<file path="src/rtl/mmio_dec_pkg.sv">
// Shared types, opcode constants and size rules for the MOV/MOVZX instruction decoder.
// Has no dependencies; imported by rtl/mmio_mov_instruction_decoder.sv.
`default_nettype none

package mmio_dec_pkg;

  // Longest instruction and longest prefix/opcode span in bytes.
  localparam int unsigned MAX_LENGTH      = 15;
  localparam int unsigned MAX_PREFIX_SPAN = 13;

  localparam logic [7:0] OP_PFX_OPSIZE = 8'h66;
  localparam logic [7:0] OP_PFX_FS     = 8'h64;
  localparam logic [7:0] OP_PFX_GS     = 8'h65;
  localparam logic [7:0] OP_PFX_ADSIZE = 8'h67;
  localparam logic [7:0] OP_REX_LO     = 8'h40;
  localparam logic [7:0] OP_REX_HI     = 8'h4F;
  localparam logic [7:0] OP_ESCAPE     = 8'h0F;
  localparam logic [7:0] OP_MOV_ST8    = 8'h88;
  localparam logic [7:0] OP_MOV_ST     = 8'h89;
  localparam logic [7:0] OP_MOV_LD8    = 8'h8A;
  localparam logic [7:0] OP_MOVZX8     = 8'hB6;
  localparam logic [7:0] OP_MOVZX16    = 8'hB7;
  localparam logic [7:0] OP_MOV_IMM    = 8'hC7;

  typedef enum logic [1:0] {
    ERR_NONE     = 2'd0,
    ERR_PREFIX   = 2'd1,
    ERR_HIGHBYTE = 2'd2,
    ERR_LENGTH   = 2'd3
  } err_e;

  // Declared from the highest field down so that access_size lands in the lowest bits.
  typedef struct packed {
    err_e        error_code;
    logic [3:0]  instr_length;
    logic [3:0]  reg_write_size;
    logic [3:0]  reg_index;
    logic [31:0] imm_value;
    logic        from_immediate;
    logic        is_write;
    logic [3:0]  access_size;
  } result_t;

  function automatic logic [3:0] op_size(input logic operand_16);
    return operand_16 ? 4'd2 : 4'd4;
  endfunction

  function automatic logic [3:0] access_bytes(input logic [7:0] opcode,
                                              input logic       rex_w,
                                              input logic       operand_16);
    logic [3:0] size;
    case (opcode)
      OP_MOV_ST8, OP_MOV_LD8, OP_MOVZX8: size = 4'd1;
      OP_MOVZX16:                         size = 4'd2;
      default:                            size = rex_w ? 4'd8 : op_size(operand_16);
    endcase
    return size;
  endfunction

endpackage

`default_nettype wire

</file>
<file path="src/rtl/mmio_mov_instruction_decoder.sv">
// Byte-serial decoder for faulting MOV/MOVZX memory instructions, one result per instruction.
// Depends on rtl/mmio_dec_pkg.sv for constants, the result layout and the size rules.
//
//   Channel   Direction  tdata / tuser contents
//   s_axis    in         tdata[7:0] instr_byte; tuser start_req
//   m_axis    out        tdata[55:0] decode result (see port comment)
//
// Every byte is decoded in the cycle it is accepted: one byte per clock while not stalled.
// The result of the final byte appears in the output register on the next cycle.
// The output register acts as the only stage between the sides: a new byte is taken
// whenever it is empty or is being drained, and a stall holds the result and the input.
// Reset clears the decode state to idle and empties the output register.
`default_nettype none

module mmio_mov_instruction_decoder #(
  parameter int unsigned MAX_LENGTH      = mmio_dec_pkg::MAX_LENGTH,
  parameter int unsigned MAX_PREFIX_SPAN = mmio_dec_pkg::MAX_PREFIX_SPAN
) (
  input  wire logic        clk_i,
  input  wire logic        rst_ni,
  input  wire logic        s_axis_tvalid,
  output logic             s_axis_tready,
  input  wire logic [7:0]  s_axis_tdata,   // [7:0] instr_byte
  input  wire logic        s_axis_tuser,   // [0] start_req
  output logic             m_axis_tvalid,
  input  wire logic        m_axis_tready,
  // [3:0] access_size, [4] is_write, [5] from_immediate, [37:6] imm_value,
  // [41:38] reg_index, [45:42] reg_write_size, [49:46] instr_length,
  // [51:50] error_code, [55:52] zero
  output logic [55:0]      m_axis_tdata
);
  import mmio_dec_pkg::*;

  typedef enum logic [2:0] {
    PH_IDLE, PH_PREFIX, PH_ESC, PH_MODRM, PH_SIB, PH_DISP, PH_IMM
  } phase_e;

  phase_e      phase_q, phase_d;
  logic        op16_q, op16_d;
  logic [3:0]  rex_q, rex_d;
  logic        rex_seen_q, rex_seen_d;
  logic [7:0]  opcode_q, opcode_d;
  logic [3:0]  count_q, count_d;
  logic [2:0]  skip_q, skip_d;
  logic [2:0]  imm_left_q, imm_left_d;
  logic [31:0] imm_acc_q, imm_acc_d;
  logic [1:0]  mod_q, mod_d;
  logic [2:0]  reg_q, reg_d;
  logic        out_valid_q, out_valid_d;
  result_t     out_q, out_d;

  logic        in_accept;
  logic [7:0]  in_byte;
  logic [4:0]  count_inc;
  logic        after_addr;
  logic        emit_ok;
  logic        emit_err;
  err_e        err_code;
  logic [3:0]  err_len;
  logic [3:0]  size_now;
  logic [3:0]  rws;
  logic [1:0]  lane;
  logic        is_wr;
  logic        is_imm;

  assign s_axis_tready = !out_valid_q || m_axis_tready;
  assign in_accept     = s_axis_tvalid && s_axis_tready;
  assign in_byte       = s_axis_tdata;

  always_comb begin
    // A start mark drops whatever was in progress and begins from a clean state.
    if (s_axis_tuser) begin
      phase_d    = PH_PREFIX;
      op16_d     = 1'b0;
      rex_d      = '0;
      rex_seen_d = 1'b0;
      opcode_d   = '0;
      count_d    = '0;
      skip_d     = '0;
      imm_left_d = '0;
      imm_acc_d  = '0;
      mod_d      = '0;
      reg_d      = '0;
    end else begin
      phase_d    = phase_q;
      op16_d     = op16_q;
      rex_d      = rex_q;
      rex_seen_d = rex_seen_q;
      opcode_d   = opcode_q;
      count_d    = count_q;
      skip_d     = skip_q;
      imm_left_d = imm_left_q;
      imm_acc_d  = imm_acc_q;
      mod_d      = mod_q;
      reg_d      = reg_q;
    end

    count_inc  = {1'b0, count_d} + 5'd1;
    after_addr = 1'b0;
    emit_ok    = 1'b0;
    emit_err   = 1'b0;
    err_code   = ERR_NONE;
    err_len    = '0;
    lane       = '0;

    if (!in_accept || (!s_axis_tuser && phase_q == PH_IDLE)) begin
      // Nothing taken, or a stray byte while idle: state stays as it is.
      phase_d    = phase_q;
      op16_d     = op16_q;
      rex_d      = rex_q;
      rex_seen_d = rex_seen_q;
      opcode_d   = opcode_q;
      count_d    = count_q;
      skip_d     = skip_q;
      imm_left_d = imm_left_q;
      imm_acc_d  = imm_acc_q;
      mod_d      = mod_q;
      reg_d      = reg_q;
    end else if (count_inc > 5'(MAX_LENGTH)) begin
      emit_err = 1'b1;
      err_code = ERR_LENGTH;
    end else begin
      count_d = count_inc[3:0];
      case (phase_d)
        PH_PREFIX: begin
          if (count_inc > 5'(MAX_PREFIX_SPAN)) begin
            emit_err = 1'b1;
            err_code = ERR_PREFIX;
            err_len  = count_inc[3:0];
          end else if (in_byte == OP_PFX_OPSIZE) begin
            op16_d = 1'b1;
          end else if (in_byte == OP_PFX_FS || in_byte == OP_PFX_GS ||
                       in_byte == OP_PFX_ADSIZE) begin
            phase_d = PH_PREFIX;
          end else if (in_byte >= OP_REX_LO && in_byte <= OP_REX_HI) begin
            rex_seen_d = 1'b1;
            rex_d      = in_byte[3:0];
          end else if (in_byte == OP_ESCAPE) begin
            phase_d = PH_ESC;
          end else begin
            opcode_d = in_byte;
            phase_d  = PH_MODRM;
          end
        end
        PH_ESC: begin
          opcode_d = in_byte;
          phase_d  = PH_MODRM;
        end
        PH_MODRM: begin
          mod_d = in_byte[7:6];
          reg_d = in_byte[5:3];
          // Without REX, byte register codes 4..7 are AH..BH and rejected (MOVZX8 excepted).
          if (access_bytes(opcode_d, rex_d[3], op16_d) == 4'd1 && in_byte[5] &&
              !rex_seen_d && opcode_d != OP_MOVZX8) begin
            emit_err = 1'b1;
            err_code = ERR_HIGHBYTE;
            err_len  = count_inc[3:0];
          end else if (in_byte[7:6] != 2'd3 && in_byte[2:0] == 3'd4) begin
            phase_d = PH_SIB;
          end else begin
            if (in_byte[7:6] == 2'd2 || (in_byte[7:6] == 2'd0 && in_byte[2:0] == 3'd5)) begin
              skip_d = 3'd4;
            end else if (in_byte[7:6] == 2'd1) begin
              skip_d = 3'd1;
            end else begin
              skip_d = 3'd0;
            end
            after_addr = 1'b1;
          end
        end
        PH_SIB: begin
          if (mod_d == 2'd2 || (mod_d == 2'd0 && in_byte[2:0] == 3'd5)) begin
            skip_d = 3'd4;
          end else if (mod_d == 2'd1) begin
            skip_d = 3'd1;
          end else begin
            skip_d = 3'd0;
          end
          after_addr = 1'b1;
        end
        PH_DISP: begin
          if (skip_d != 3'd0) begin
            skip_d = skip_d - 3'd1;
          end
          if (skip_d == 3'd0) begin
            after_addr = 1'b1;
          end
        end
        PH_IMM: begin
          lane = 2'(op_size(op16_d) - {1'b0, imm_left_d});
          case (lane)
            2'd0:    imm_acc_d[7:0]   = imm_acc_d[7:0]   | in_byte;
            2'd1:    imm_acc_d[15:8]  = imm_acc_d[15:8]  | in_byte;
            2'd2:    imm_acc_d[23:16] = imm_acc_d[23:16] | in_byte;
            default: imm_acc_d[31:24] = imm_acc_d[31:24] | in_byte;
          endcase
          if (imm_left_d != 3'd0) begin
            imm_left_d = imm_left_d - 3'd1;
          end
          if (imm_left_d == 3'd0) begin
            emit_ok = 1'b1;
          end
        end
        default: begin
          phase_d = PH_IDLE;
        end
      endcase

      // Address bytes done: displacement next, then the immediate of C7, else finished.
      if (after_addr) begin
        if (skip_d != 3'd0) begin
          phase_d = PH_DISP;
        end else if (opcode_d == OP_MOV_IMM) begin
          imm_left_d = 3'(op_size(op16_d));
          imm_acc_d  = '0;
          phase_d    = PH_IMM;
        end else begin
          emit_ok = 1'b1;
        end
      end
    end

    size_now = access_bytes(opcode_d, rex_d[3], op16_d);
    is_wr    = (opcode_d == OP_MOV_ST8 || opcode_d == OP_MOV_ST || opcode_d == OP_MOV_IMM);
    is_imm   = (opcode_d == OP_MOV_IMM);
    if (is_wr) begin
      rws = '0;
    end else if (opcode_d == OP_MOVZX8) begin
      rws = rex_d[3] ? 4'd8 : op_size(op16_d);
    end else if (opcode_d == OP_MOVZX16) begin
      rws = 4'd8;
    end else begin
      rws = (size_now == 4'd4) ? 4'd8 : size_now;
    end

    out_d       = out_q;
    out_valid_d = out_valid_q && !m_axis_tready;
    if (emit_err) begin
      out_d              = '0;
      out_d.error_code   = err_code;
      out_d.instr_length = err_len;
      out_valid_d        = 1'b1;
      phase_d            = PH_IDLE;
    end else if (emit_ok) begin
      out_d.access_size    = size_now;
      out_d.is_write       = is_wr;
      out_d.from_immediate = is_imm;
      out_d.imm_value      = is_imm ? imm_acc_d : '0;
      out_d.reg_index      = {rex_d[2], reg_d};
      out_d.reg_write_size = rws;
      out_d.instr_length   = count_d;
      out_d.error_code     = ERR_NONE;
      out_valid_d          = 1'b1;
      phase_d              = PH_IDLE;
    end
  end

  always_ff @(posedge clk_i or negedge rst_ni) begin
    if (!rst_ni) begin
      phase_q     <= PH_IDLE;
      op16_q      <= 1'b0;
      rex_q       <= '0;
      rex_seen_q  <= 1'b0;
      opcode_q    <= '0;
      count_q     <= '0;
      skip_q      <= '0;
      imm_left_q  <= '0;
      imm_acc_q   <= '0;
      mod_q       <= '0;
      reg_q       <= '0;
      out_valid_q <= 1'b0;
      out_q       <= '0;
    end else begin
      phase_q     <= phase_d;
      op16_q      <= op16_d;
      rex_q       <= rex_d;
      rex_seen_q  <= rex_seen_d;
      opcode_q    <= opcode_d;
      count_q     <= count_d;
      skip_q      <= skip_d;
      imm_left_q  <= imm_left_d;
      imm_acc_q   <= imm_acc_d;
      mod_q       <= mod_d;
      reg_q       <= reg_d;
      out_valid_q <= out_valid_d;
      out_q       <= out_d;
    end
  end

  assign m_axis_tvalid = out_valid_q;
  assign m_axis_tdata  = {4'b0000, out_q};

`ifndef SYNTHESIS
  // An error result carries nothing but its code and length.
  assert property (@(posedge clk_i) disable iff (!rst_ni)
    m_axis_tvalid && out_q.error_code != ERR_NONE |->
      out_q.access_size == 4'd0 && !out_q.is_write && out_q.imm_value == 32'd0)
    else $error("error result carries decode fields");

  // A good result has a real length and a legal access size.
  assert property (@(posedge clk_i) disable iff (!rst_ni)
    m_axis_tvalid && out_q.error_code == ERR_NONE |->
      out_q.instr_length != 4'd0 &&
      (out_q.access_size == 4'd1 || out_q.access_size == 4'd2 ||
       out_q.access_size == 4'd4 || out_q.access_size == 4'd8))
    else $error("good result with bad length or size");

  // Input is only held off by a result that is waiting.
  assert property (@(posedge clk_i) disable iff (!rst_ni)
    !s_axis_tready |-> m_axis_tvalid && !m_axis_tready)
    else $error("input stalled without a pending result");

  // A stalled result must not be overwritten by the next item.
  assert property (@(posedge clk_i) disable iff (!rst_ni)
    m_axis_tvalid && !m_axis_tready |=> m_axis_tvalid && $stable(out_q))
    else $error("pending result changed while stalled");
`endif

endmodule

`default_nettype wire
</file>
<file path="config.mk">
export PLATFORM = sky130hd
export DESIGN_NAME = mmio_mov_instruction_decoder
export DESIGN_NICKNAME = d
export VERILOG_FILES = /design/src/rtl/mmio_dec_pkg.sv /design/src/rtl/mmio_mov_instruction_decoder.sv
export SDC_FILE = /design/constraint.sdc
export NUM_CORES = 1
export LEC_CHECK = 0
export BUFFER_PORTS_ARGS = -buffer_cell sky130_fd_sc_hd__buf_2
export CORE_MARGIN = 1.5
export CORE_UTILIZATION = 45
export CTS_BUF_LIST = sky130_fd_sc_hd__clkbuf_4
export DETAILED_ROUTE_END_ITERATION = 6
export REMOVE_ABC_BUFFERS = 1
export SYNTH_ARGS = -nofsm -noshare
export SYNTH_HDL_FRONTEND = slang
export SYNTH_SLANG_ARGS = --single-unit
</file>
<file path="constraint.sdc">
create_clock -name clk_i -period 4.3 [get_ports clk_i]
set_input_delay 1.075 -clock clk_i [delete_from_list [all_inputs] [get_ports clk_i]]
set_output_delay 1.075 -clock clk_i [all_outputs]
set_load 0.02 [all_outputs]
</file>
== Word level (Yosys, flattened, before mapping) ==
Cells that the tools add are included.
Operators by class
  reduce and logical (&&, ||, !) cells: 37
  eq/ne operators: 35
  multiplexer cells: 143
  order comparisons: 4
  $add $sub $neg: 4
  bitwise operators: 4
Operators by type and width (number)
  2-to-1 mux 32 bit: 8
  2-to-1 mux 3 bit: 43
  2-to-1 mux 8 bit: 14
  2-to-1 mux 52 bit: 2
  2-to-1 mux 4 bit: 24
  == test 8 bit, second input constant: 11
  2-to-1 mux 1 bit: 37
  == test 8 x 7 -> 1 bit, second input constant: 4
  bitwise OR 8 bit: 4
  one-hot mux 4 bit (2 select lines): 3
  one-hot mux 8 bit (2 select lines): 1
  == test 3 bit, second input constant: 5
  2-to-1 mux 2 bit: 6
  one-hot mux 3 bit (4 select lines): 1
  OR reduction 3 bit: 4
  > comparator 5 x 4 -> 1 bit, second input constant: 2
  logical AND 1 bit: 10
  zero test 3 bit: 3
  one-hot mux 3 bit (3 select lines): 1
  nonzero test 3 bit: 3
  == test 8 x 4 -> 1 bit, second input constant: 1
  greater-or-equal comparator 8 x 7 -> 1 bit, second input constant: 1
  less-or-equal comparator 8 x 7 -> 1 bit, second input constant: 1
  logical OR 1 bit: 8
  other kinds (18): 30
Storage, ports and cells
  input bits: 13
  flip-flop bits (word level): 117
  logic and storage cells: 248

== Logic depth before layout (Yosys ltp) ==
  depth after elaboration: 23
  mapped depth: 19

== Worst setup path before layout ==
OpenSTA, ideal clock, no wires.
  kind: input -> register
  from: input s_axis_tuser
  to: register out_q, in the netlist m_axis_tdata[23]
  required time: 4179 ps
  cell stages on the path: 17
  setup slack: -329 ps
  arrival: 4508 ps
  cells stage by stage: buf_2 inv_1 clkbuf_1 buf_1 nand2_1 inv_1 ha_1 clkbuf_1 o311ai_2 a221oi_2 o22ai_1 a2111oi_4 nand3_4 o21a_4 buf_6 a22o_1 a22o_1
On the way
  word-level cells in the longest chain between the ends: 23
  elaborated cells on any way between the ends: 109
  classes of those cells: 4 x add/sub; 2 x order compare; 17 x eq/ne; 68 x mux; 1 x bitwise; 17 x reduce/logical
RTL lines
  start, declared: line mmio_mov_instruction_decoder.sv:24  | input wire logic s_axis_tuser,
  2-to-1 mux 8 bit / 2-to-1 mux 1 bit (equally long branches): line mmio_mov_instruction_decoder.sv:72  | if (s_axis_tuser) begin
  == test 8 bit / 2-to-1 mux 3 bit (equally long branches): line mmio_dec_pkg.sv:52, mmio_dec_pkg.sv:45
  OR reduction 3 bit / 2-to-1 mux 4 bit (equally long branches): line mmio_dec_pkg.sv:52, mmio_dec_pkg.sv:55
  one-hot mux 4 bit (2 select lines): line mmio_dec_pkg.sv:52  | case (opcode)
  2-to-1 mux 4 bit: line mmio_mov_instruction_decoder.sv:124  | case (phase_d)
  2-to-1 mux 4 bit: line mmio_mov_instruction_decoder.sv:119  | end else if (count_inc > 5'(MAX_LENGTH)) begin
  2-to-1 mux 4 bit: line mmio_mov_instruction_decoder.sv:106  | if (!in_accept || (!s_axis_tuser && phase_q == PH_IDLE)) begin
  == test 4 x 1 -> 1 bit: line mmio_mov_instruction_decoder.sv:153  | if (access_bytes(opcode_d, rex_d[3], op16_d) == 4'd1 && in_byte[5] &&
  (+8 left out)
  2-to-1 mux 32 bit: line mmio_mov_instruction_decoder.sv:211  | if (skip_d != 3'd0) begin
  2-to-1 mux 32 bit: line mmio_mov_instruction_decoder.sv:210  | if (after_addr) begin
  2-to-1 mux 32 bit: line mmio_mov_instruction_decoder.sv:119
  2-to-1 mux 32 bit *: line mmio_mov_instruction_decoder.sv:106
  via imm_acc_d[17]: line mmio_mov_instruction_decoder.sv:46  | logic [31:0] imm_acc_q, imm_acc_d;
  2-to-1 mux 32 bit *: line mmio_mov_instruction_decoder.sv:248  | out_d.imm_value = is_imm ? imm_acc_d : '0;
  2-to-1 mux 52 bit *: line mmio_mov_instruction_decoder.sv:244  | end else if (emit_ok) begin
  2-to-1 mux 52 bit *: line mmio_mov_instruction_decoder.sv:238  | if (emit_err) begin
  end signal, assigned: line mmio_mov_instruction_decoder.sv:286  | out_q <= out_d;
  end, declared: line mmio_mov_instruction_decoder.sv:50  | result_t out_q, out_d;
The timed path passes the listed nets; every way through them passes the cells marked *. The select of a mux whose other input is x is not followed.
A chain may end at the register's enable or synchronous reset.

== Worst setup path after layout ==
  from: input s_axis_tuser
  to: register out_q, in the netlist m_axis_tdata[34]
On the way
  word-level cells in the longest chain between the ends: 23
  elaborated cells on any way between the ends: 112
  classes of those cells: 4 x add/sub; 2 x order compare; 18 x eq/ne; 68 x mux; 1 x bitwise; 19 x reduce/logical
RTL lines (line)
  2-to-1 mux 8 bit / 2-to-1 mux 1 bit (equally long branches): mmio_mov_instruction_decoder.sv:72
  == test 8 bit / 2-to-1 mux 3 bit (equally long branches): mmio_dec_pkg.sv:52, mmio_dec_pkg.sv:45
  OR reduction 3 bit / 2-to-1 mux 4 bit (equally long branches): mmio_dec_pkg.sv:52, mmio_dec_pkg.sv:55
  one-hot mux 4 bit (2 select lines): mmio_dec_pkg.sv:52
  2-to-1 mux 4 bit: mmio_mov_instruction_decoder.sv:124
  2-to-1 mux 4 bit: mmio_mov_instruction_decoder.sv:119
  2-to-1 mux 4 bit: mmio_mov_instruction_decoder.sv:106
  == test 4 x 1 -> 1 bit: mmio_mov_instruction_decoder.sv:153
  (+7 left out)
  nonzero test 3 bit: mmio_mov_instruction_decoder.sv:211
  2-to-1 mux 32 bit: mmio_mov_instruction_decoder.sv:211
  2-to-1 mux 32 bit: mmio_mov_instruction_decoder.sv:210
  2-to-1 mux 32 bit: mmio_mov_instruction_decoder.sv:119
  2-to-1 mux 32 bit: mmio_mov_instruction_decoder.sv:106
  2-to-1 mux 32 bit: mmio_mov_instruction_decoder.sv:248
  2-to-1 mux 52 bit: mmio_mov_instruction_decoder.sv:244
  2-to-1 mux 52 bit: mmio_mov_instruction_decoder.sv:238
Several ways; a longest one is shown, not always the timed one. The select of a mux whose other input is x is not followed.

==> impl_metrics.ini <==
[placed_design]
globalplace.congestion = 0.910
hpwl_mm = 11.1
dpl-instance-area_um2 = 6660
io_buffers = 66
pre_cts_slack_ps = -30.5

[global_route]
grt-ovfl-total = 0
grt_antenna_before_repair = 0
grt_max_degree = 63
first_global_vias = 4988
grt_util_all_layers_pct = 24.3
grt_first_pass_wirelength_mm = 26.8

[critical_path]
startpoint_type = primary input
r2r_setup_slack_ps = 680
worstReg2RegStart = phase_q[0]
r2r_end = m_axis_tdata[45]
startpoint = s_axis_tuser
r2r.worst_path.cells = 9
end_kind = register
required_ps = 4710
crit_fanout = 33
critPathKind = primary input to register
critical_path.endpoint = m_axis_tdata[34]
cp.arrival_ps = 4220

[worst_hold_path]
min_delay_path_depth = 2
hp-class = register to register

[detailed_routing]
routedWlPerCell_um = 19.2
routed_wl_mm = 16.2
routed_via_density = 6.01
firstDrtPassIters = 5
drtAntennaViolNets = 0
drtIter0Drc = 487
drc = 0
via_count = 5049

[pwr]
leakage_uw = 0.00342
finalPower_uw = 3410
worst_ir_drop_vdd_mv = 0.283
powerDensity_nw_per_um2 = 490

[clock_network]
ctsHoldBuffers = 0
clk_path_buf_depth = 2
post_cts_buffers = 0
clock-sinks = 115
path_clk_slew_ps = 100
cts_root_buf = clkbuf_4
numCtsBuffers = 17
cts-resized-gates = 0
htree_levels = 4
cts_tree = yes
clock_latency_ps = 530

[timing]
period_needed_ps = 3810
slew_headroom_pct = 34.9
maxSlewViolCount = 0
period_share_pct = 88.6
setup_tns_ps = 0
clock.fmax_mhz = 262
clock_skew_ps = 22.7
setup_violations = 0
rsz0062_at_grt = false
tightest_slew_ps = 970
timing.final.ws_setup_ps = 488
hold_viol = 0

[final_layout]
antenna_cells = 0
syn_to_final_growth_pct = 15.1
layout-drive-gt1-share_pct = 23.6
fillers = 1192
final_util_pct = 52.8
final_cell_area_um2 = 6970
nNetsFinal = 673

[logic_synthesis]
synthCells = 577
synth_cell_type_count = 81
synth_area_leaders = dfrtp_1, a22o_1, nand2_1, nor2_1, a21oi_1
ys.flop_type = dfrtp_1
synth_seq_area_share_pct = 47.5
synth-edff-count = 0
yosys_warnings = 0
syn_area_um2 = 6050
ys_ff_latch = 115
synth_area_leader_cell = dfrtp_1
synth.top_cell.area_share_pct = 47.5
synth_common_cells = dfrtp_1, a22o_1, nand2_1
async_flop_share_pct = 100
synth_most_common_cell = dfrtp_1
syn_area_per_cell_um2 = 10.5

[floorplan]
initial_utilization_pct = 45.9
core_area_um2 = 13200
die_area_um2 = 14200
num_io_pins = 71
fp-row-count = 42
die_h_um = 119
die_w_um = 119

[run_status]
status = finished clean

[job]
drv_cap = 0
-- stage by stage --
stage | hold WS [ps] | std cells
4_1_cts | 495 | 840
6_report | 487 | 840
5_1_grt | 520 | 840
3_5_place_dp | 472 | 809
2_1_floorplan | 450 | 534
3_3_place_gp | 457 | 809
-- sequential cells by signal (all words and copies together) (netlist names) --
| name | count |
|---|---|
| count_q | 4 |
| imm_acc_q | 32 |
| imm_left_q | 3 |
| m_axis_tdata | 52 |
| m_axis_tvalid | 1 |
| mod_q | 2 |
| op16_q | 1 |
| opcode_q | 8 |
| phase_q | 3 |
| reg_q | 3 |
| rex_q | 2 |
| rex_seen_q | 1 |
| skip_q | 3 |
-- layer usage --
metal  track usage (%)  share of wire (%)  vias to the layer above  wire [um]
met5                 0                  0                        -          0
met4              8.96                2.2                        0        359
met3              5.94                6.1                       32        986
met2              36.1                 45                      196       7310
met1              34.5                 46                     2497       7510
li1                  -                  -                     2324          -
-- area by class of cell --
type,instances,area [um2],share of cell area (%)
sequential,115,2880,41.3
multi-input combinational,401,2860,41.0
timing repair buffer,99,631,9.05
tap,176,220,3.16
clock inverter,11,161,2.32
clock buffer,20,150,2.16
inverter,18,67.6,0.970
-- worst min path at each step --
stage                                  end        startpoint  slack [ps]
after global placement     m_axis_tdata[5]   m_axis_tdata[5]         460
after CTS                 m_axis_tdata[51]  m_axis_tdata[51]         500
after floorplan              imm_left_q[2]     imm_left_q[2]         450
after global routing         imm_left_q[2]     imm_left_q[2]         520
final                     m_axis_tdata[51]  m_axis_tdata[51]         490
after detailed placement     imm_left_q[2]     imm_left_q[2]         470
-- placed cells by master (no fill, tap or decap), drive strengths merged, types with 5 or more instances in the layout --
cell     instances
a21oi           21
a22o            77
a31oi            6
a32o             7
and2            10
and3             8
buf             99
clkbuf          20
clkinv           7
dfrtp          115
ha               8
inv             18
mux2i            7
nand2           43
nand2b           8
nand3           10
nor2            36
nor2b            8
nor3            20
nor4             5
nor4b            5
o21ai           18
o2bb2ai          5
o31ai            5
-- logic make-up (layout without fill, tap and decap cells) --
| kind of cell | Yosys count | count (layout) | synth area share (%) |
|---|---|---|---|
| compound gates | 189 | 189 | 25.6 |
| simple gates | 184 | 184 | 16.8 |
| fa+ha+maj | 9 | 9 | 1.82 |
| flops | 115 | 115 | 47.5 |
| mux | 11 | 11 | 1.90 |
| other cells | 1 | 4 | 0.0619 |
| xor+xnor | 4 | 4 | 0.579 |
| buf+inv | 64 | 148 | 5.66 |
-- power by group --
| group | switching (uW) | internal (uW) | leakage [uW] |
|---|---|---|---|
| clock | 402 | 474 | 0.000174 |
| combinational | 684 | 457 | 0.00167 |
| sequential | 175 | 1220 | 0.00157 |
| total | 1260 | 2150 | 0.00342 |
-- worst max-delay path: stages --
cell and delay (ps):
buf_2 110, inv_1 70, nand2_1 130, inv_1 70, ha_1 230, o311a_1 450
nor3_1 310, o21ai_0 160, a2111oi_0 590, a2bb2oi_2 180, nand2_1 360, nor2b_2 100
buf_12 180, a22o_1 190
(Power assumes the default switching activity.)
